File: src/rtl/tsf_pkg.sv
// Shared types and constants for the tire slip force curve.
`default_nettype none

package tsf_pkg;

    localparam int SLIP_W = 32;
    localparam int CFG_W  = 31;
    localparam int DATA_W = 32;
    localparam int IDX_W  = 3;
    localparam int FRAC_W = 16;

    // one divider stage per quotient bit, then the polynomial stages
    localparam int DIV_STAGES  = FRAC_W;
    localparam int POLY_STAGES = 5;
    localparam int N_STAGES    = 1 + DIV_STAGES + POLY_STAGES;

    // configuration register indexes
    localparam logic [IDX_W-1:0] CFG_EXT_SLIP  = 3'd0;
    localparam logic [IDX_W-1:0] CFG_EXT_VAL   = 3'd1;
    localparam logic [IDX_W-1:0] CFG_ASY_SLIP  = 3'd2;
    localparam logic [IDX_W-1:0] CFG_ASY_VAL   = 3'd3;
    localparam logic [IDX_W-1:0] CFG_STIFFNESS = 3'd4;

    localparam logic [CFG_W-1:0]  RST_EXT_SLIP  = 31'd65536;
    localparam logic [CFG_W-1:0]  RST_EXT_VAL   = 31'd1311;
    localparam logic [CFG_W-1:0]  RST_ASY_SLIP  = 31'd131072;
    localparam logic [CFG_W-1:0]  RST_ASY_VAL   = 31'd655;
    localparam logic [DATA_W-1:0] RST_STIFFNESS = 32'h7FFF_FFFF;

    localparam logic [CFG_W-1:0] FORCE_MAX = 31'h7FFF_FFFF;

    // curve segment codes
    localparam logic [1:0] SEG_RISE  = 2'd0;
    localparam logic [1:0] SEG_BLEND = 2'd1;
    localparam logic [1:0] SEG_TAIL  = 2'd2;

    typedef struct packed {
        logic       neg;
        logic [1:0] seg;
    } t_ctl;

endpackage

`default_nettype wire

File: src/rtl/tsf_front.sv
// Input stage: slip magnitude, segment choice and divider operands.
`default_nettype none

module tsf_front (
    input  wire                          i_clk,
    input  wire                          i_en,
    input  wire [tsf_pkg::SLIP_W-1:0]    i_slip,
    input  wire [tsf_pkg::CFG_W-1:0]     i_ext_slip,
    input  wire [tsf_pkg::CFG_W-1:0]     i_asy_slip,
    output logic [tsf_pkg::CFG_W-1:0]    o_rem,
    output logic [tsf_pkg::CFG_W-1:0]    o_span,
    output tsf_pkg::t_ctl                o_ctl
);

    logic [tsf_pkg::SLIP_W-1:0] w_mag;
    logic [tsf_pkg::CFG_W-1:0]  n_rem;
    logic [tsf_pkg::CFG_W-1:0]  n_span;
    tsf_pkg::t_ctl              n_ctl;

    // most negative slip wraps to 2^31, which lands on the tail
    assign w_mag = i_slip[tsf_pkg::SLIP_W-1] ? (~i_slip + 32'd1) : i_slip;

    always_comb begin
        n_ctl.neg = i_slip[tsf_pkg::SLIP_W-1];
        if (w_mag < {1'b0, i_ext_slip}) begin
            n_ctl.seg = tsf_pkg::SEG_RISE;
            n_rem     = w_mag[tsf_pkg::CFG_W-1:0];
            n_span    = i_ext_slip;
        end else if (w_mag < {1'b0, i_asy_slip}) begin
            n_ctl.seg = tsf_pkg::SEG_BLEND;
            n_rem     = w_mag[tsf_pkg::CFG_W-1:0] - i_ext_slip;
            n_span    = i_asy_slip - i_ext_slip;
        end else begin
            n_ctl.seg = tsf_pkg::SEG_TAIL;
            n_rem     = '0;
            n_span    = {{(tsf_pkg::CFG_W-1){1'b0}}, 1'b1};
        end
    end

    always_ff @(posedge i_clk) begin
        if (i_en) begin
            o_rem  <= n_rem;
            o_span <= n_span;
            o_ctl  <= n_ctl;
        end
    end

endmodule

`default_nettype wire

File: config.mk
export PLATFORM = sky130hd
export DESIGN_NAME = tsf_front
export DESIGN_NICKNAME = d
export VERILOG_FILES = /design/src/rtl/tsf_pkg.sv /design/src/rtl/tsf_front.sv
export SDC_FILE = /design/constraint.sdc
export NUM_CORES = 1
export LEC_CHECK = 0
export ABC_AREA = 0
export BUFFER_PORTS_ARGS = -buffer_cell sky130_fd_sc_hd__buf_2
export CORE_MARGIN = 2
export CORE_UTILIZATION = 30
export CTS_CLUSTER_SIZE = 12
export DETAILED_ROUTE_END_ITERATION = 8
export GPL_TIMING_DRIVEN = 0
export PLACE_DENSITY_LB_ADDON = 0.3
export SETUP_SLACK_MARGIN = 0.2
export SYNTH_ARGS = -nofsm -noshare
export SYNTH_HDL_FRONTEND = slang
export SYNTH_SLANG_ARGS = --single-unit
File: constraint.sdc
create_clock -name i_clk -period 16.2 [get_ports i_clk]
set_clock_uncertainty 0.15 [all_clocks]
set_input_delay 3.24 -clock i_clk [delete_from_list [all_inputs] [get_ports i_clk]]
set_output_delay 3.24 -clock i_clk [all_outputs]
set_load 0.03 [all_outputs]
======== After elaboration in Yosys (flattened, before gate mapping) ========
Index checks and enable logic that the tools add are counted.
word-level totals
  flip-flop bits (word level) ............. 65
  input bits .............................. 96
  output and inout bits ................... 65
  word-level logic and storage cells ...... 16
cells by class
  add/subtract/negate cells ............... 3
  $lt $le $gt $ge ......................... 2
  muxes and demuxes ....................... 6
  bitwise logic cells ..................... 1
operators with widths
  operator               number
  $mux 31                4
  $lt 32x31->1           2
  $sub 31x31->31         2
  $add 32x1->32 const B  1
  $mux 32                1
  $not 32->32            1
  $mux 2                 1

======== Depth between registers and ports, before layout ========
  word-level depth ........................ 6
  gate-level depth with buffers ........... 22
  mapped depth without buffers ............ 20

======== Worst setup path after synthesis ========
OpenSTA, ideal clock, no wires.
  kind .................................... input to register
  from .................................... input i_slip[5] (netlist name)
  to ...................................... register o_rem[12] (netlist name), data pin
  library setup time ...................... 0.256 ns
  arrival ................................. 7.385 ns
  required time ........................... 15.794 ns
  setup slack ............................. 8.409 ns
  stages on the path ...................... 16
  path buffers ............................ 2
  cell sequence ........................... or4_4 > or3_4 > or4_4 > nand2_1 > xnor2_1 > ha_1 > and3_1 > and3_1 > a2111oi_4 > o31ai_1 > a2111oi_0 > or2_4 > buf_12 > inv_6 > buf_6 > a22o_1
on the way
  cells in the longest elaborated chain, start to end .. 6
  elaborated cells on any way between the ends .. 8
  those cells by class .................... add/sub (2); order compare (2); mux (3); bitwise (1)
ends and longest elaborated chain
  element                                                line                              text
  start, declared                                        tsf_front.sv:7                    input wire [tsf_pkg::SLIP_W-1:0] i_slip,
  $not 32->32                                            tsf_front.sv:21                   assign w_mag = i_slip[tsf_pkg::SLIP_W-1] ? (~i_slip + 32'd1) : i_slip;
  $add 32x1->32                                          tsf_front.sv:21
  $mux 32 *                                              tsf_front.sv:21
  $sub 31x31->31 / $lt 32x31->1 (equally long branches)  tsf_front.sv:31, tsf_front.sv:29
  $mux 31                                                tsf_front.sv:29                   end else if (w_mag < {1'b0, i_asy_slip}) begin
  $mux 31 *                                              tsf_front.sv:25                   if (w_mag < {1'b0, i_ext_slip}) begin
  named net n_rem, one bit                               tsf_front.sv:16                   logic [tsf_pkg::CFG_W-1:0] n_rem;
  end signal, assigned                                   tsf_front.sv:42                   o_rem <= n_rem;
  end, declared                                          tsf_front.sv:10                   output logic [tsf_pkg::CFG_W-1:0] o_rem,
Mark *: on every way through the listed nets, which the timed path passes. The rest lies on a longest branch.
A chain may end at the register's enable or synchronous reset.

======== Final worst setup path ========
  from .................................... input i_slip[5] (netlist name)
  to ...................................... register o_rem[20] (netlist name), data pin
Same word-level chain as after synthesis.

==> flow_summary_export.csv <==
group,metric,value,unit
floorplanning,die-area,0.02483,mm²
synth,async_reset_ff_share,0,%
layout,post-route-cell-area,0.008592,mm²
layout,final_cells,1301,
placed_design,gp_congestion,0.8918,
clocking,cts_resized,0,
synth,synth_edf_count,65,
clocking,cts_hold_buf,0,
synth,ys_seq_area_share,27.59,%
clocking,cts.clk_slew.worst_paths,0.06,ns
floorplanning,die_height,157.6,µm
synth,synthTopCellsByCount,"ha_1 (92), inv_1 (80), edfxtp_1 (65)",
clocking,cts_root_buf,"clkbuf_16",
power_and_ir_drop,max-vdd-ir-drop,39.25,µV
synth,synth.cell_area,0.007076,mm²
timing,drv_slew,0,
floorplanning,start_util,30.32,%
timing,slew-limit-headroom,32.93,%
drt,drt_pass1_iterations,5,
drt,drt-initial-drc-count,345,
placed_design,dpl.cell_count,1284,
worst_setup_path,worstSetupPathType,"input pin to flop",
worst_setup_path,slowest_delay,0.86,ns
clocking,cts_tree,"yes",
synth,synth_area_leaders,"edfxtp_1 (28%), ha_1 (16%), xnor2_1 (6.7%)",
clocking,numCtsBuffers,9,
hold_path,holdCritPathClass,"input pin to flop",
layout,multiInputGateArea,0.004712,mm²
synth,yosysTopAreaCellShare,27.59,%
placed_design,place_area,0.008278,mm²
run,maxCapViolations,0,
synth,ys_ff_latch,65,
timing,clock.fmax,0.1125,GHz
synth,synth_warnings,0,
clocking,htree_levels,3,
worst_setup_path,critPathMaxFanout,10,
layout,fin_nets,1166,
synth,synth_ff_type,"edfxtp_1",
worst_setup_path,cp-start-kind,"input pin",
layout,post-route-util,36.82,%
power_and_ir_drop,total_power,830.3,µW
timing,grt_setup_unrepaired,"false",
floorplanning,rows,56,
clocking,post_cts_buffers,0,
clocking,clock_path_buffers,2,
clocking,cts.sinks,65,
placed_design,dp_hpwl,19200,µm
floorplanning,core_area,0.02333,mm²
floorplanning,io_pins,161,
layout,area_growth,21.43,%
worst_setup_path,cp-end-kind,"flop",
timing,setup_violations,0,
placed_design,place_ws,7.015,ns
global_route,grt_pass1_vias,6644,
drt,wl_per_cell,18.21,µm
worst_setup_path,crit_chain,"buf_2 > or4_4 > or3_4 > or4_4 > nor2_4 > nand2_2 > o41ai_1 > xnor2_1 > ha_1 > nand2_1 > nand2_1 > a21oi_1 > o21bai_1 > a21oi_1 > nor2_1 > a2111oi_0 > or2_4 > clkbuf_1 > o21ai_0",
worst_setup_path,crit_buf_inv,2,
worst_setup_path,cp.arrival,8.76,ns
timing,worstMarginPinSlew,0.9807,ns
timing,period_minus_slack,8.892,ns
global_route,grt_first_pass_wirelength,35940,µm
global_route,grt-ovfl-total,0,
drt,drc_errors,0,
synth,synth_largest_area_cell,"edfxtp_1",
global_route,grt_util_all_layers,19.16,%
timing,hold_viol,0,
drt,ant_nets,0,
outcome,status,"finished, final reports clean",
floorplanning,chipWidth,157.6,µm
timing,tns,0,ns
worst_setup_path,worstPathRequired,16.07,ns
timing,whs,3.088,ns
synth,avgSynthCellArea,8.789,µm²
layout,regArea,0.001952,mm²
synth,synth_most_common_cell,"ha_1",
synth,synth_cell_types,67,
synth,netlist_instances,805,
worst_setup_path,critPathSlowestCell,"a2111oi_0",
global_route,antenna_found_initial,1,
worst_setup_path,crit_family,"simple AND/OR/NAND/NOR gates",
drt,via_count,6695,
synth,synth_nets,995,
timing,timing.final.crit_share,54.89,%
timing,final.setup.worst_slack,7.308,ns
power_and_ir_drop,p_leak,3.928,nW
drt,vias_per_cell,5.146,
global_route,grt_start_max_net_pins,66,
layout,drive_gt1_share,20.61,%
power_and_ir_drop,p_per_area,96.64,mW/mm²
layout,fillCellCount,2492,
placed_design,numPortBuffers,160,
drt,wirelength,23690,µm
path summary, 6_finish.rpt:
path  startpoint             endpoint  slack (ns)  cells after the start
max    i_slip[5]  o_rem[20]$_DFFE_PP_        7.31                     19
min   i_slip[31]   o_ctl[2]$_DFFE_PP_        3.09                      1
report_power, final:
group | leakage (nW) | switching, mW | internal [mW]
Sequential | 0.632 | 0.00619 | 0.224
Combinational | 3.15 | 0.247 | 0.140
Clock | 0.145 | 0.0805 | 0.133
cell type report:
type | instances | share of cell area, %
Clock buffer | 9 | 2.621
Buffer | 18 | 1.194
Inverter | 81 | 3.597
Timing Repair Buffer | 160 | 9.349
Clock inverter | 6 | 0.9757
Tap cell | 319 | 4.645
Antenna cell | 2 | 0.05825
Sequential cell | 65 | 22.72
Multi-Input combinational cell | 641 | 54.84
cells by family (layout without fill, tap and decap cells):
family | after synthesis | count (layout) | synth area share, %
adders and majority gates | 94 | 94 | 16.83
muxes | 1 | 1 | 0.1415
AOI/OAI and AO/OA | 283 | 283 | 26.31
buffers and inverters | 99 | 274 | 5.818
and+or+nand+nor | 186 | 186 | 13.78
other | 0 | 2 | 0
xor gates and xnor gates | 77 | 77 | 9.531
DFF | 65 | 65 | 27.59
cells in the final DEF (no fill, tap or decap), drive strengths merged, types with 9 or more instances in the layout:
cell	n
buf	171
nand4	9
xor2	23
o21a	10
o21ai	65
clkbuf	16
o31ai	12
and3	11
xnor2	54
nor2b	11
nand3	10
nor3	10
o21bai	10
nand2	53
edfxtp	65
ha	92
nand2b	12
inv	81
a21oi	58
nor2	36
o22ai	27
a211oi	10
a21o	33
a22o	10
flip-flops by register name, summed over array words and instances (netlist names):
name    count
o_span     31
o_rem      31
o_ctl       3
per-layer routing:
metal	up-vias	global-route usage, %	routed length (µm)
met5	-	0	0
met4	0	4.978	457
met3	25	3.039	1185
met2	202	32.29	11030
met1	3103	25.55	11020
li1	3365	-	-
No activity file was read; power rests on OpenSTA's default activity.
