`config.mk`:
```
export PLATFORM = sky130hd
export DESIGN_NAME = tsf_div_step
export DESIGN_NICKNAME = d
export VERILOG_FILES = /design/src/rtl/tsf_pkg.sv /design/src/rtl/tsf_div_step.sv
export SDC_FILE = /design/constraint.sdc
export NUM_CORES = 1
export LEC_CHECK = 0
export BUFFER_PORTS_ARGS = -buffer_cell sky130_fd_sc_hd__buf_2
export CAP_MARGIN = 20
export CORE_MARGIN = 2
export CORE_UTILIZATION = 47
export CTS_BUF_LIST = sky130_fd_sc_hd__clkbuf_8
export DETAILED_ROUTE_END_ITERATION = 16
export PLACE_DENSITY = 0.79
export SYNTH_ARGS = -nofsm -noshare
export SYNTH_HDL_FRONTEND = slang
export SYNTH_SLANG_ARGS = --single-unit
```
`constraint.sdc`:
```
create_clock -name i_clk -period 2.7 [get_ports i_clk]
set_clock_uncertainty 0.05 [all_clocks]
set_input_delay 0.27 -clock i_clk [delete_from_list [all_inputs] [get_ports i_clk]]
set_output_delay 0.27 -clock i_clk [all_outputs]
set_load 0.03 [all_outputs]
```
`src/rtl/tsf_pkg.sv`:
```
// Shared types and constants for the tire slip force curve.
`default_nettype none

package tsf_pkg;

    localparam int SLIP_W = 32;
    localparam int CFG_W  = 31;
    localparam int DATA_W = 32;
    localparam int IDX_W  = 3;
    localparam int FRAC_W = 16;

    // one divider stage per quotient bit, then the polynomial stages
    localparam int DIV_STAGES  = FRAC_W;
    localparam int POLY_STAGES = 5;
    localparam int N_STAGES    = 1 + DIV_STAGES + POLY_STAGES;

    // configuration register indexes
    localparam logic [IDX_W-1:0] CFG_EXT_SLIP  = 3'd0;
    localparam logic [IDX_W-1:0] CFG_EXT_VAL   = 3'd1;
    localparam logic [IDX_W-1:0] CFG_ASY_SLIP  = 3'd2;
    localparam logic [IDX_W-1:0] CFG_ASY_VAL   = 3'd3;
    localparam logic [IDX_W-1:0] CFG_STIFFNESS = 3'd4;

    localparam logic [CFG_W-1:0]  RST_EXT_SLIP  = 31'd65536;
    localparam logic [CFG_W-1:0]  RST_EXT_VAL   = 31'd1311;
    localparam logic [CFG_W-1:0]  RST_ASY_SLIP  = 31'd131072;
    localparam logic [CFG_W-1:0]  RST_ASY_VAL   = 31'd655;
    localparam logic [DATA_W-1:0] RST_STIFFNESS = 32'h7FFF_FFFF;

    localparam logic [CFG_W-1:0] FORCE_MAX = 31'h7FFF_FFFF;

    // curve segment codes
    localparam logic [1:0] SEG_RISE  = 2'd0;
    localparam logic [1:0] SEG_BLEND = 2'd1;
    localparam logic [1:0] SEG_TAIL  = 2'd2;

    typedef struct packed {
        logic       neg;
        logic [1:0] seg;
    } t_ctl;

endpackage

`default_nettype wire

```
`src/rtl/tsf_div_step.sv`:
```
// One restoring division stage: yields one quotient bit of the normalised slip.
`default_nettype none

module tsf_div_step (
    input  wire                          i_clk,
    input  wire                          i_en,
    input  wire [tsf_pkg::CFG_W-1:0]     i_rem,
    input  wire [tsf_pkg::FRAC_W-1:0]    i_quo,
    input  wire [tsf_pkg::CFG_W-1:0]     i_span,
    input  wire tsf_pkg::t_ctl           i_ctl,
    output logic [tsf_pkg::CFG_W-1:0]    o_rem,
    output logic [tsf_pkg::FRAC_W-1:0]   o_quo,
    output logic [tsf_pkg::CFG_W-1:0]    o_span,
    output tsf_pkg::t_ctl                o_ctl
);

    logic [tsf_pkg::CFG_W:0]      w_trial;
    logic [tsf_pkg::CFG_W:0]      w_diff;
    logic                         w_bit;
    logic [tsf_pkg::CFG_W-1:0]    n_rem;

    assign w_trial = {i_rem, 1'b0};
    assign w_diff  = w_trial - {1'b0, i_span};
    assign w_bit   = (w_trial >= {1'b0, i_span});
    // remainder stays below the span, so the top bit drops
    assign n_rem   = w_bit ? w_diff[tsf_pkg::CFG_W-1:0] : w_trial[tsf_pkg::CFG_W-1:0];

    always_ff @(posedge i_clk) begin
        if (i_en) begin
            o_rem  <= n_rem;
            o_quo  <= {i_quo[tsf_pkg::FRAC_W-2:0], w_bit};
            o_span <= i_span;
            o_ctl  <= i_ctl;
        end
    end

endmodule

`default_nettype wire

```
After elaboration in Yosys (flattened, before gate mapping). Cells that the tools add are included.

Register bits: 81. Output and inout port bits: 81.

Add/sub/neg operators: 1. $lt $le $gt $ge: 1. Muxes and demuxes: 1.

Operator list (number): $ge 32x31->1 (1); $mux 31 (1); $sub 31x31->31 (1).

Depth between registers and ports, before layout.
Depth in word-level cells: 2. Mapped depth: 13. Gate-level depth less buffers: 10.

Worst setup path after synthesis. No wires, ideal clock.

Kind: input -> register. From: input i_span[0] in the netlist's numbering. To: register o_rem[1] in the netlist's numbering, data pin. Arrival time: 2.315 ns. Path slack: 0.073 ns. Stages on the path: 10. Buffers on the path: 1. Cell sequence: inv_1 fa_1 a211oi_1 nor3_1 nor2_1 o31ai_4 o21ai_1 o211a_2 buf_6 mux2_1.

Word-level cells in the longest chain between the ends: 2.

Ends and longest elaborated chain: start: declaration (RTL line tsf_div_step.sv:9) `input wire [tsf_pkg::CFG_W-1:0] i_span,`; $sub 31x31->31 or $ge 32x31->1 (tied branches) (RTL line tsf_div_step.sv:23, tsf_div_step.sv:24); $mux 31 * (RTL line tsf_div_step.sv:26) `assign n_rem = w_bit ? w_diff[tsf_pkg::CFG_W-1:0] : w_trial[tsf_pkg::CFG_W-1:0];`; net n_rem (one bit) (RTL line tsf_div_step.sv:20) `logic [tsf_pkg::CFG_W-1:0] n_rem;`; end signal: assignment (RTL line tsf_div_step.sv:30) `o_rem <= n_rem;`; end: declaration (RTL line tsf_div_step.sv:11) `output logic [tsf_pkg::CFG_W-1:0] o_rem,`.

The timed path passes the listed nets; every way through them passes the cells marked *. A chain may end at the register's enable or synchronous reset.

Worst setup path in the final report.
From: input i_span[1] in the netlist's numbering. To: register o_rem[27] in the netlist's numbering, data pin.

The elaborated chain is that of the path after synthesis.

==> impl_summary.md <==
Floorplanning
The floorplan step set the die width to between 100 and 150 microns. The starting density of the core is a little under half. The height of the die is 103 microns.

The standard cell core area is slightly below 10000 sq um. The number of standard-cell rows in the floorplan is 36. The die covers ~11000 sq um. In this run the count of I/O pins placed on the die edge is between 150 and 200.

Power
The power density of the placed cells is between 500 and 600 nW/um^2. Summed over all cells, the static leakage comes to roughly 2.8 nW. The maximum vdd drop is about 270 uV.

Critical path
Of all nets on the critical path, the largest fanout is 2. The most numerous cell type found on the critical path is o2111ai_1. On the critical path, the stage with the largest delay is an instance of a311oi_1.

The worst setup path is launched from a primary input. The required time of the critical path is between 2000 and 3000 ps. Data arrives at the worst endpoint at roughly 2600 ps. Walking the worst path, the cells encountered are buf_2 -> inv_1 -> ha_1 -> nor2b_1 -> o2111ai_1 -> a21oi_1 -> o41ai_1 -> buf_4 -> o2111ai_1 -> a311oi_1 -> xnor2_1 -> o21ai_1.

For this run, the slowest stage of the critical path takes roughly 390 ps. The type of the worst setup path is primary input to register. The critical path endpoint category is a register.

Detailed routing
After detailed routing, the average wire length per cell comes to ~14 microns. The routed design has ~11000 microns of wire. For this run, design rule violations remaining after detail routing come to 0. For this block, the initial DRC count from the detailed router was about 160.

The count of nets left with antenna violations once routing finished came out at 0. Dividing the detail-routed via count by the number of cells gives roughly 5.1. For this run, the detailed router's first-pass iteration total came to 4. The number of vias in the routed layout is roughly 4000.

Placed design
Input and output buffers added on the ports amount to 162. The number of cells after detailed placement is 761. Summed over all nets, the half-perimeter wirelength after detailed placement is about 9000 microns.

The cell area after placement is 5980 sq um. The routability congestion estimate from global placement is 0.916. The worst setup slack before clock tree synthesis is -216 ps.

Clock network
The number of buffers added by the clock tree synthesis step is 9. The H-tree was split into 3 levels. The maximum clock insertion buffer count is 2. The root buffer cell is clkbuf_8. The clock tree from TritonCTS is built. The clock-pin slew on the worst setup and hold paths is around 90 ps. The number of hold buffers added after CTS was 0. The number of sinks driven by the clock tree is between 80 and 90.

Cells and area
Once layout is done, the placed cells without fillers occupy approximately 6200 sq um. Summing all flip-flop and latch instances after layout gives roughly 2400 sq um. After filler insertion, the fill cell instance count of the layout stands at a little under 800. From synthesis to final layout, the design area changed by 33.0%. The post-route netlist has between 30% and 40% of its cells at a drive strength greater than 1. The number of nets in the layout is 754. The count of inserted antenna diode cells is 0.

Summing all multi-input logic gate instances after layout gives around 2000 sq um. The final cell count without fillers is approximately 800.

Global routing
The initial antenna violation count is 0. The number of global-route vias before repair came to 3730. The first-pass GRT wire length is roughly 17000 microns. The leftover overflow at the end of global routing is 0. Entering global routing, the biggest net connects 48 pins. Across every metal layer, demand over resource in global routing totals 20.7%.

Synthesis
The synthesized instance count is around 430. The most used flip-flop cell after synthesis is edfxtp_1. In this run the mean area of a mapped cell was between 10 and 15 sq um.

The cell area that synthesis handed to floorplanning was roughly 4600 sq um. The number of warnings issued by yosys is 0. The synthesized flop and latch total is around 80. Synthesis produced a netlist with a net count of approximately 540.

The fraction of synthesis flops using an asynchronous set or reset pin is 0%. The number of enable flip-flop cells after synthesis is ~80. After synthesis, flip-flops and latches occupy between 50% and 60% of the total area. The post-synthesis cell type count is between 50 and 60.

STA
The transition at the pin with the smallest max-transition slack is between 400 and 500 ps. The count of final setup violators is 0. The share of the clock period used by the worst path after layout is approximately 92%.

In this run the tightest slew margin relative to its limit is about two thirds. The highest clock rate is about 400 MHz. The final number of hold-violating endpoints is 0. The worst path meets setup with roughly 200 ps of slack. Hold is met by between 20 and 25 ps. Setup repair after global routing left no endpoint under its margin. The max-slew violation count is 0. The post-route minimum period is about 2500 ps.

Job
The reported max-cap violation count is 0.

Worst hold path
Along the worst hold path, the cell count comes to 1. The worst hold path belongs to the class primary input to register.

Status
The run finished with clean final reports.
==> synth_stat cells, types with 9 or more instances <==
| cell type | instances | area, sq um |
|---|---|---|
| a21o_1 | 9 | 67.6 |
| a21oi_1 | 26 | 130 |
| clkbuf_1 | 11 | 41.3 |
| edfxtp_1 | 81 | 2430 |
| ha_1 | 31 | 388 |
| inv_1 | 40 | 150 |
| nand2_1 | 40 | 150 |
| nand4_1 | 9 | 56.3 |
| nor2_1 | 18 | 67.6 |
| o21ai_0 | 33 | 165 |
| o21ai_1 | 11 | 55.1 |
| xnor2_1 | 15 | 131 |
| xor2_1 | 11 | 96.3 |
==> timing repair <==
item                                    4_1_cts  5_1_grt
endpoints found under the setup margin        0        2
setup buffers                                 0        0
hold endpoints to repair                      0        0
resized for setup                             0        1
==> cell families (layout without fill, tap and decap cells) <==
family / after synthesis / in the layout / synth area share, %
AO/OA/AOI/OAI: 127 / 127 / 17.9
XOR/XNOR: 26 / 26 / 4.91
adder cells (fa/ha/maj): 32 / 32 / 8.80
AND/OR/NAND/NOR: 99 / 99 / 10.2
multiplexers: 3 / 3 / 0.729
flip-flops: 81 / 81 / 52.5
buffers and inverters: 58 / 276 / 5.02
==> area by class of cell <==
class	count	area share, %
Inverter	40	2.44
Multi-Input combinational cell	287	32.1
Timing Repair Buffer	220	20.5
Clock inverter	7	0.873
Sequential cell	81	39.5
Tap cell	133	2.70
Clock buffer	9	2.01
==> through the flow <==
| stage | total power [mW] | setup TNS, ps | util, % |
|---|---|---|---|
| after floorplan | 2.36 | 0 | - |
| after global placement | 2.78 | -2470 | 61.8 |
| after detailed placement | 2.79 | -3830 | 61.8 |
| after CTS | 3.60 | 0 | 63.6 |
| after global routing | 3.77 | 0 | 63.6 |
| final | 3.59 | 0 | 63.6 |
==> final timing paths <==
path,start,end
max,i_span[1],o_rem[27]
min,i_quo[3],o_quo[4]
==> registers in the layout, summed over array words and instances (netlist names) <==
register  count
o_quo        16
o_span       31
o_ctl         3
o_rem        31
==> power by group <==
group	switching (mW)	internal (mW)	total (mW)	leakage, nW
logic	0.730	0.451	1.18	1.90
clock network	0.477	0.340	0.817	0.0839
registers	0.0307	1.56	1.59	0.792
total	1.24	2.35	3.59	2.78
==> layout by cell type, fill, tap and decap left out, types with 3 or more instances in the layout <==
master / count
xnor2_1: 15
nor2b_1: 3
ha_1: 31
o21ai_1: 11
o31ai_1: 3
o21bai_1: 6
a211oi_1: 7
or2_2: 3
nor2_1: 18
buf_4: 58
clkbuf_8: 9
o21ai_0: 33
nand4_1: 9
nand2_1: 40
inv_1: 40
buf_2: 161
xor2_1: 11
a31oi_1: 4
o2111ai_1: 3
a21oi_1: 26
o211ai_1: 3
o21a_1: 7
nor3_1: 5
nand3_1: 7
a21o_1: 9
edfxtp_1: 81
==> routing by layer <==
metal  track usage, %  wire length (microns)  up-vias
met1             26.2                   4940     1798
met4             7.69                    156        0
li1                 -                      -     1997
met5                0                      0        -
met2             34.9                   5240      143
met3             4.50                    795       13
==> critical path: cells and delay by family <==
family | cells | cell delay, ps
AND/OR/NAND/NOR | 1 | 150
XOR/XNOR | 1 | 170
buffers and inverters | 3 | 350
adder cells (fa/ha/maj) | 1 | 240
AO/OA/AOI/OAI | 6 | 1360
(Power assumes the default switching activity.)
