--- src/rtl/tsf_pkg.sv ---
// Shared types and constants for the tire slip force curve.
`default_nettype none

package tsf_pkg;

    localparam int SLIP_W = 32;
    localparam int CFG_W  = 31;
    localparam int DATA_W = 32;
    localparam int IDX_W  = 3;
    localparam int FRAC_W = 16;

    // one divider stage per quotient bit, then the polynomial stages
    localparam int DIV_STAGES  = FRAC_W;
    localparam int POLY_STAGES = 5;
    localparam int N_STAGES    = 1 + DIV_STAGES + POLY_STAGES;

    // configuration register indexes
    localparam logic [IDX_W-1:0] CFG_EXT_SLIP  = 3'd0;
    localparam logic [IDX_W-1:0] CFG_EXT_VAL   = 3'd1;
    localparam logic [IDX_W-1:0] CFG_ASY_SLIP  = 3'd2;
    localparam logic [IDX_W-1:0] CFG_ASY_VAL   = 3'd3;
    localparam logic [IDX_W-1:0] CFG_STIFFNESS = 3'd4;

    localparam logic [CFG_W-1:0]  RST_EXT_SLIP  = 31'd65536;
    localparam logic [CFG_W-1:0]  RST_EXT_VAL   = 31'd1311;
    localparam logic [CFG_W-1:0]  RST_ASY_SLIP  = 31'd131072;
    localparam logic [CFG_W-1:0]  RST_ASY_VAL   = 31'd655;
    localparam logic [DATA_W-1:0] RST_STIFFNESS = 32'h7FFF_FFFF;

    localparam logic [CFG_W-1:0] FORCE_MAX = 31'h7FFF_FFFF;

    // curve segment codes
    localparam logic [1:0] SEG_RISE  = 2'd0;
    localparam logic [1:0] SEG_BLEND = 2'd1;
    localparam logic [1:0] SEG_TAIL  = 2'd2;

    typedef struct packed {
        logic       neg;
        logic [1:0] seg;
    } t_ctl;

endpackage

`default_nettype wire

--- src/rtl/tsf_poly.sv ---
// Cubic evaluation: powers of the normalised slip, blend product, clamp and sign.
`default_nettype none

module tsf_poly (
    input  wire                                i_clk,
    input  wire [tsf_pkg::POLY_STAGES-1:0]     i_en,
    input  wire [tsf_pkg::FRAC_W-1:0]          i_a,
    input  wire tsf_pkg::t_ctl                 i_ctl,
    input  wire [tsf_pkg::CFG_W-1:0]           i_ext_val,
    input  wire [tsf_pkg::CFG_W-1:0]           i_asy_val,
    input  wire                                i_cfg_ok,
    output logic [tsf_pkg::SLIP_W-1:0]         o_force_res,
    output logic                               o_config_valid
);

    // stage 0: a and a^2
    logic [tsf_pkg::FRAC_W-1:0]     r0_a, r0_a2;
    tsf_pkg::t_ctl                  r0_ctl;
    logic [2*tsf_pkg::FRAC_W-1:0]   w_sq;
    // stage 1: a^3
    logic [tsf_pkg::FRAC_W-1:0]     r1_a, r1_a2, r1_a3;
    tsf_pkg::t_ctl                  r1_ctl;
    logic [2*tsf_pkg::FRAC_W-1:0]   w_cube;
    // stage 2: multiplier operands
    logic [17:0]                    w_sum, w_a3x, w_rise;
    logic signed [19:0]             w_h;
    logic signed [19:0]             n_opb;
    logic signed [32:0]             n_opa;
    logic signed [19:0]             r2_opb;
    logic signed [32:0]             r2_opa;
    tsf_pkg::t_ctl                  r2_ctl;
    // stage 3: product
    logic signed [52:0]             w_prod;
    logic signed [52:0]             r3_prod;
    tsf_pkg::t_ctl                  r3_ctl;
    // stage 4: truncate, clamp, sign
    logic [52:0]                    w_mag;
    logic [36:0]                    w_m16;
    logic [39:0]                    w_term, w_sum40;
    logic [tsf_pkg::CFG_W-1:0]      w_f;
    logic [tsf_pkg::SLIP_W-1:0]     w_res;

    assign w_sq = i_a * i_a;

    always_ff @(posedge i_clk) begin
        if (i_en[0]) begin
            r0_a   <= i_a;
            r0_a2  <= w_sq[2*tsf_pkg::FRAC_W-1:tsf_pkg::FRAC_W];
            r0_ctl <= i_ctl;
        end
    end

    assign w_cube = r0_a * r0_a2;

    always_ff @(posedge i_clk) begin
        if (i_en[1]) begin
            r1_a   <= r0_a;
            r1_a2  <= r0_a2;
            r1_a3  <= w_cube[2*tsf_pkg::FRAC_W-1:tsf_pkg::FRAC_W];
            r1_ctl <= r0_ctl;
        end
    end

    always_comb begin
        w_sum  = {2'b0, r1_a} + {2'b0, r1_a2};
        w_a3x  = {2'b0, r1_a3};
        w_rise = (w_sum >= w_a3x) ? (w_sum - w_a3x) : 18'd0;
        // 3a^2 - 2a^3
        w_h    = $signed({3'b0, r1_a2, 1'b0}) + $signed({4'b0, r1_a2})
                 - $signed({3'b0, r1_a3, 1'b0});
        if (r1_ctl.seg == tsf_pkg::SEG_BLEND) begin
            n_opb = w_h;
            n_opa = $signed({2'b0, i_asy_val}) - $signed({2'b0, i_ext_val});
        end else begin
            n_opb = $signed({2'b0, w_rise});
            n_opa = $signed({2'b0, i_ext_val});
        end
    end

    always_ff @(posedge i_clk) begin
        if (i_en[2]) begin
            r2_opa <= n_opa;
            r2_opb <= n_opb;
            r2_ctl <= r1_ctl;
        end
    end

    assign w_prod = r2_opa * r2_opb;

    always_ff @(posedge i_clk) begin
        if (i_en[3]) begin
            r3_prod <= w_prod;
            r3_ctl  <= r2_ctl;
        end
    end

    always_comb begin
        // truncate the magnitude, then put the sign back
        w_mag   = r3_prod[52] ? (53'd0 - r3_prod) : r3_prod;
        w_m16   = w_mag[52:tsf_pkg::FRAC_W];
        w_term  = r3_prod[52] ? (40'd0 - {3'b0, w_m16}) : {3'b0, w_m16};
        w_sum40 = {9'b0, i_ext_val} + w_term;
        case (r3_ctl.seg)
            tsf_pkg::SEG_RISE: begin
                w_f = w_m16[tsf_pkg::CFG_W-1:0];
            end
            tsf_pkg::SEG_BLEND: begin
                if (w_sum40[39])
                    w_f = '0;
                else if (w_sum40 > {9'b0, tsf_pkg::FORCE_MAX})
                    w_f = tsf_pkg::FORCE_MAX;
                else
                    w_f = w_sum40[tsf_pkg::CFG_W-1:0];
            end
            tsf_pkg::SEG_TAIL: begin
                w_f = i_asy_val;
            end
            default: begin
                w_f = '0;
            end
        endcase
        w_res = r3_ctl.neg ? (32'd0 - {1'b0, w_f}) : {1'b0, w_f};
    end

    always_ff @(posedge i_clk) begin
        if (i_en[4]) begin
            o_force_res    <= i_cfg_ok ? w_res : '0;
            o_config_valid <= i_cfg_ok;
        end
    end

endmodule

`default_nettype wire

--- config.mk ---
export PLATFORM = sky130hd
export DESIGN_NAME = tsf_poly
export DESIGN_NICKNAME = d
export VERILOG_FILES = /design/src/rtl/tsf_pkg.sv /design/src/rtl/tsf_poly.sv
export SDC_FILE = /design/constraint.sdc
export NUM_CORES = 2
export LEC_CHECK = 0
export ABC_AREA = 1
export BUFFER_PORTS_ARGS = -buffer_cell sky130_fd_sc_hd__buf_2
export CAP_MARGIN = 20
export CORE_AREA = 10 10 265 393
export DETAILED_ROUTE_END_ITERATION = 10
export DIE_AREA = 0 0 275 403
export GPL_TIMING_DRIVEN = 0
export PLACE_DENSITY = 0.8
export SLEW_MARGIN = 20
export SYNTH_ARGS = -nofsm -noshare
export SYNTH_HDL_FRONTEND = slang
export SYNTH_SLANG_ARGS = --single-unit
--- constraint.sdc ---
create_clock -name i_clk -period 10.47 [get_ports i_clk]
set_clock_uncertainty 0.1 [all_clocks]
set_input_delay 1.047 -clock i_clk [delete_from_list [all_inputs] [get_ports i_clk]]
set_output_delay 1.047 -clock i_clk [all_outputs]
set_load 0.005 [all_outputs]
Yosys cells after proc, flatten, opt, wreduce, memory -nomap -nowiden

Cells that the tools add are included.

Register bits: 229
Bits in latches: 0
Bits in writable memories: 0
ROM bits: 0
Input bits: 88
Output and inout bits: 33
Memories: 0

Add/subtract/negate cells: 9
$mul: 3
Div/mod/pow operators: 0
$lt $le $gt $ge: 2
Eq/ne operators: 3
Shift operators: 0
Mux-type cells: 9
Bitwise operators: 0
Reductions and logical operators: 2

Operator list:

| operator                | number |
|---|---|
| $mux W31                | 4 |
| $pmux W31 S3            | 1 |
| $mul A16 B16 Y32        | 2 |
| $mux W53                | 1 |
| $sub A1 B53 Y53 const A | 1 |
| $mul A32 B19 Y51        | 1 |
| $add A31 B40 Y40        | 1 |
| $gt A40 B31 Y1 const B  | 1 |
| $mux W40                | 1 |
| $sub A1 B37 Y38 const A | 1 |
| $mux W18                | 2 |
| $sub A1 B31 Y32 const A | 1 |
| $sub A31 B31 Y32        | 1 |
| $sub A18 B17 Y19        | 1 |
| $add A17 B16 Y18        | 1 |
| $sub A17 B16 Y18        | 1 |
| $add A16 B16 Y17        | 1 |
| $ge A17 B16 Y1          | 1 |
| $eq A2 B1 Y1 const B    | 2 |
| $eq A2 B2 Y1 const B    | 1 |
| $logic_not A2 Y1        | 1 |
| $reduce_and A2 Y1       | 1 |

Longest topological paths before layout

Depth after elaboration: 11
Mapped depth: 44
Mapped depth without buffers: 44

Least setup slack after synthesis

OpenSTA, ideal clock, no wires.

Kind: register to register
From: register r2_opa[4]
To: register r3_prod[49] (data pin)
Arrival time: 6.853 ns
Required time: 10.105 ns
Setup slack: 3.252 ns
Cell stages (with the launch flop): 42
Buffers on the path: 2
Cells stage by stage: edfxtp_1 -> clkbuf_1 -> clkbuf_1 -> nand2_1 -> fa_1 -> inv_1 -> ha_1 -> inv_1 -> fa_1 -> inv_1 -> ha_1 -> ha_1 -> inv_1 -> fa_1 -> inv_1 -> ha_1 -> ha_1 -> fa_1 -> [... 6 more ...] -> a21o_1 -> a21oi_1 -> o21bai_1 -> nand2_1 -> nand2_1 -> nand2_1 -> nand2_1 -> nand2_1 -> nand2_1 -> a21oi_1 -> inv_1 -> nand4_1 -> inv_1 -> o21ai_0 -> nand2_1 -> a21oi_1 -> o21ai_0 -> xor2_1

Cells in the longest elaborated chain, start to end: 1

RTL lines:

| what                     | RTL line       | source |
|---|---|---|
| start: declaration       | tsf_poly.sv:30 | `logic signed [32:0] r2_opa;` |
| start signal: assignment | tsf_poly.sv:82 | `r2_opa <= n_opa;` |
| $mul A32 B19 Y51         | tsf_poly.sv:88 | `assign w_prod = r2_opa * r2_opb;` |
| named net w_prod[49]     | tsf_poly.sv:33 | `logic signed [52:0] w_prod;` |
| end signal: assignment   | tsf_poly.sv:92 | `r3_prod <= w_prod;` |
| end: declaration         | tsf_poly.sv:34 | `logic signed [52:0] r3_prod;` |

The timed path passes the listed nets, and every way through them passes these cells.
A chain may end at the register's enable or synchronous reset.

Worst setup path in the final report

From: register r2_opa[7]
To: register r3_prod[51] (data pin)

Same word-level chain as after synthesis.

==> results.json <==
{
  "cts_tree": "done",
  "path_class": "reg2reg",
  "synth_top_area_cell": "fa_1",
  "seq_area_frac_synth_pct": 12.91,
  "insertion_delay_ns": 0.59,
  "syn2layout_area_growth_pct": 6.131,
  "clkTransAtPathRegs_ns": 0.06,
  "maxSlewViolCount": 0,
  "grt_max_degree": 55,
  "crit_top_cell": "nand2_1",
  "core_sq_um": 97040,
  "multi_input_area_sq_um": 38570,
  "crit_path_end_kind": "flop",
  "drt_first_pass_iters": 7,
  "clockRootBuffer": "clkbuf_16",
  "top_layer": "met5",
  "crit_fanout": 10,
  "rr_startpoint": "r2_opa[7]",
  "run_status": "complete, no violations",
  "r2r_cells": 38,
  "crit_path_start": "r2_opa[7]",
  "max_stage_delay_ns": 0.76,
  "synth_compound_area_share_pct": 5.714,
  "rows": 140,
  "arrival_ns": 9.42,
  "synth_nets": 7999,
  "gp_congestion": 1.001,
  "hold_viol": 0,
  "syn_inst": 6491,
  "antenna_found_initial": 14,
  "post_cts_resized": 0,
  "drtAntennaViolNets": 0,
  "muxShareOfSynthArea_pct": 0,
  "die-area_sq_um": 110800,
  "io_buffers": 120,
  "drt_first_iter_violations": 2931,
  "grt.overflow.total": 0,
  "r2r_setup_slack_ns": 1.24,
  "start_kind": "flop",
  "fin_crit_sh_pct": 88.19,
  "setup_violations": 0,
  "synthXorXnorAreaFrac_pct": 3.395,
  "maxSlewHeadroom_pct": 21.57,
  "ys_warn_count": 0,
  "maxCapViolations": 0,
  "dp_hpwl_mm": 143.4,
  "first_global_vias": 47117,
  "synth_area_leaders": "fa_1, edfxtp_1, inv_1, nand2_1, ha_1",
  "regArea_sq_um": 6817,
  "avgSynthCellArea_sq_um": 8.137,
  "min_period_ns": 9.234,
  "clockBufferDepth": 3,
  "post_synth_num_cell_types": 61,
  "grt_first_pass_wirelength_mm": 263.2,
  "synth_top_family_by_area": "adder cells",
  "clkSinkCount": 227,
  "routed_wl_mm": 170.7,
  "critPathRequiredTime_ns": 10.66,
  "tns_ns": 0,
  "route.met2.wl_mm": 85.44,
  "synth_seq_cells": 227,
  "post_cts_buffers": 0,
  "viasPerCell": 5.461,
  "drt_drc_violations_left": 0,
  "drive_above_1_share_pct": 4.832,
  "dr_total_vias": 43413,
  "tightest_slew_ns": 1.176,
  "fmax_ghz": 0.1083,
  "nets": 8150,
  "wl_per_cell_microns": 21.48,
  "syn_area_sq_um": 52820,
  "fillers": 8912,
  "grt_usage_pct": 31.33,
  "cp-endpoint": "r3_prod[51]",
  "hold_buffers": 0,
  "wl_met3_mm": 11.67,
  "synth-adder-area-share_pct": 47.38,
  "m1WireLength_mm": 57.12,
  "yosysTopAreaCellShare_pct": 36.65,
  "cts_buffers": 28,
  "synth-simple-area-share_pct": 16.53,
  "rr_endpoint": "r3_prod[51]",
  "cp_slowest_cell": "clkbuf_1",
  "rsz0062_at_grt": "false",
  "start_util_pct": 54.42,
  "cts_max_level": 1,
  "die_w_microns": 275,
  "hp-class": "reg2reg",
  "ios": 121,
  "die_y_microns": 403
}
cells by family (layout without fill, tap and decap cells):
family | Yosys count | after routing
compound gates | 536 | 536
xor+xnor | 203 | 203
fa+ha+maj | 1420 | 1420
buf+inv | 1969 | 2142
flops | 227 | 227
other cells | 0 | 7
simple gates | 2136 | 2136
through the flow:
stage	instance area, sq um	instances	utilization (%)	hold slack [ns]	setup WS [ns]
6_report	56050	7949	57.76	0.3202	1.236
5_1_grt	56040	7944	57.75	0.3261	0.7270
4_1_cts	56030	7942	57.74	0.3204	1.371
3_5_place_dp	55040	7890	56.72	0.3054	1.425
3_3_place_gp	55020	7889	56.69	0.3021	1.562
2_1_floorplan	52820	6491	-	0.3003	3.252
worst max-delay path: cells and delay by family, from the launching register on:
family | cells | cell delay [ns]
AO/OA/AOI/OAI | 7 | 1.58
XOR/XNOR | 1 | 0.17
adder cells (fa/ha/maj) | 8 | 3.44
buffers and inverters | 9 | 1.77
flip-flops | 1 | 0.32
AND/OR/NAND/NOR | 13 | 1.50
synthesized netlist by cell type, drive strengths merged:
cell    count
xnor2      69
o32ai       3
o22ai      13
a31oi      19
nand3b      8
nor2      317
or2        40
a22o        1
o221ai      5
nand4      39
o21ai     158
xor2      134
a22oi      19
ha        453
a211oi      3
o21a       11
o311ai      1
nor3       15
a21oi     249
edfxtp    227
a41oi       1
o41ai       1
a21boi      8
a211o       1
a21o        7
nor4        1
nand2    1557
fa        967
o211ai      5
clkinv      4
buf        28
inv      1721
and2        3
a41o        1
clkbuf    216
o31ai      10
o21bai     19
nand3     156
o221a       1
cell type report:
cell class	instances	area share, %
Timing Repair Buffer	121	1.121
Inverter	1725	11.55
Multi-Input combinational cell	4295	68.80
Buffer	244	1.717
Antenna cell	7	0.03125
Sequential cell	227	12.16
Clock buffer	31	1.308
Clock inverter	21	0.4554
Tap cell	1278	2.853
registers in the layout (all words and copies together) (netlist names):
name and count:
r0_ctl 3, r0_a 16, r2_opb 19, r1_ctl 3
r1_a2 16, r2_ctl 3, o_force_res 32, o_config_valid 1
r2_opa 32, r0_a2 16, r1_a 16, r3_ctl 3
r1_a3 16, r3_prod 51
routing by layer:
metal | global-route usage, % | up-vias
met1 | 32.62 | 21339
met3 | 5.479 | 754
li1 | - | 19520
met4 | 24.57 | 16
met2 | 54.97 | 1784
met5 | 0 | -
cells in the final DEF, fill, tap and decap left out, types with 18 or more instances in the layout:
cell type / synthesis / final
inv_1: 1703 / 1703
nand2_1: 1532 / 1532
fa_1: 967 / 967
ha_1: 453 / 453
nor2_1: 285 / 285
a21oi_1: 245 / 245
edfxtp_1: 227 / 227
clkbuf_1: 216 / 214
o21ai_0: 146 / 146
nand3_1: 145 / 145
xor2_1: 132 / 132
buf_2: 9 / 126
xnor2_1: 69 / 69
nand4_1: 39 / 39
or2_2: 39 / 39
clkbuf_16: 0 / 29
nor2_2: 27 / 27
nand2_2: 23 / 23
a31oi_1: 19 / 19
a22oi_1: 19 / 19
o21bai_1: 18 / 18
inv_2: 18 / 18
how the worst min path moves through the flow:
stage	startpoint	endpoint	slack, ns	cells after the start
floorplan	r0_ctl[0]	r1_ctl[0]	0.30	0
global placement	r0_ctl[1]	r1_ctl[1]	0.30	0
detailed placement	r2_ctl[2]	r3_ctl[2]	0.31	0
CTS	r2_ctl[2]	r3_ctl[2]	0.32	0
global route	r2_ctl[2]	r3_ctl[2]	0.33	0
finish	r2_ctl[2]	r3_ctl[2]	0.32	0
Power is left out: the tool's default activity adds up to more than one toggle a clock period on the data nets, which glitch-free logic cannot reach.
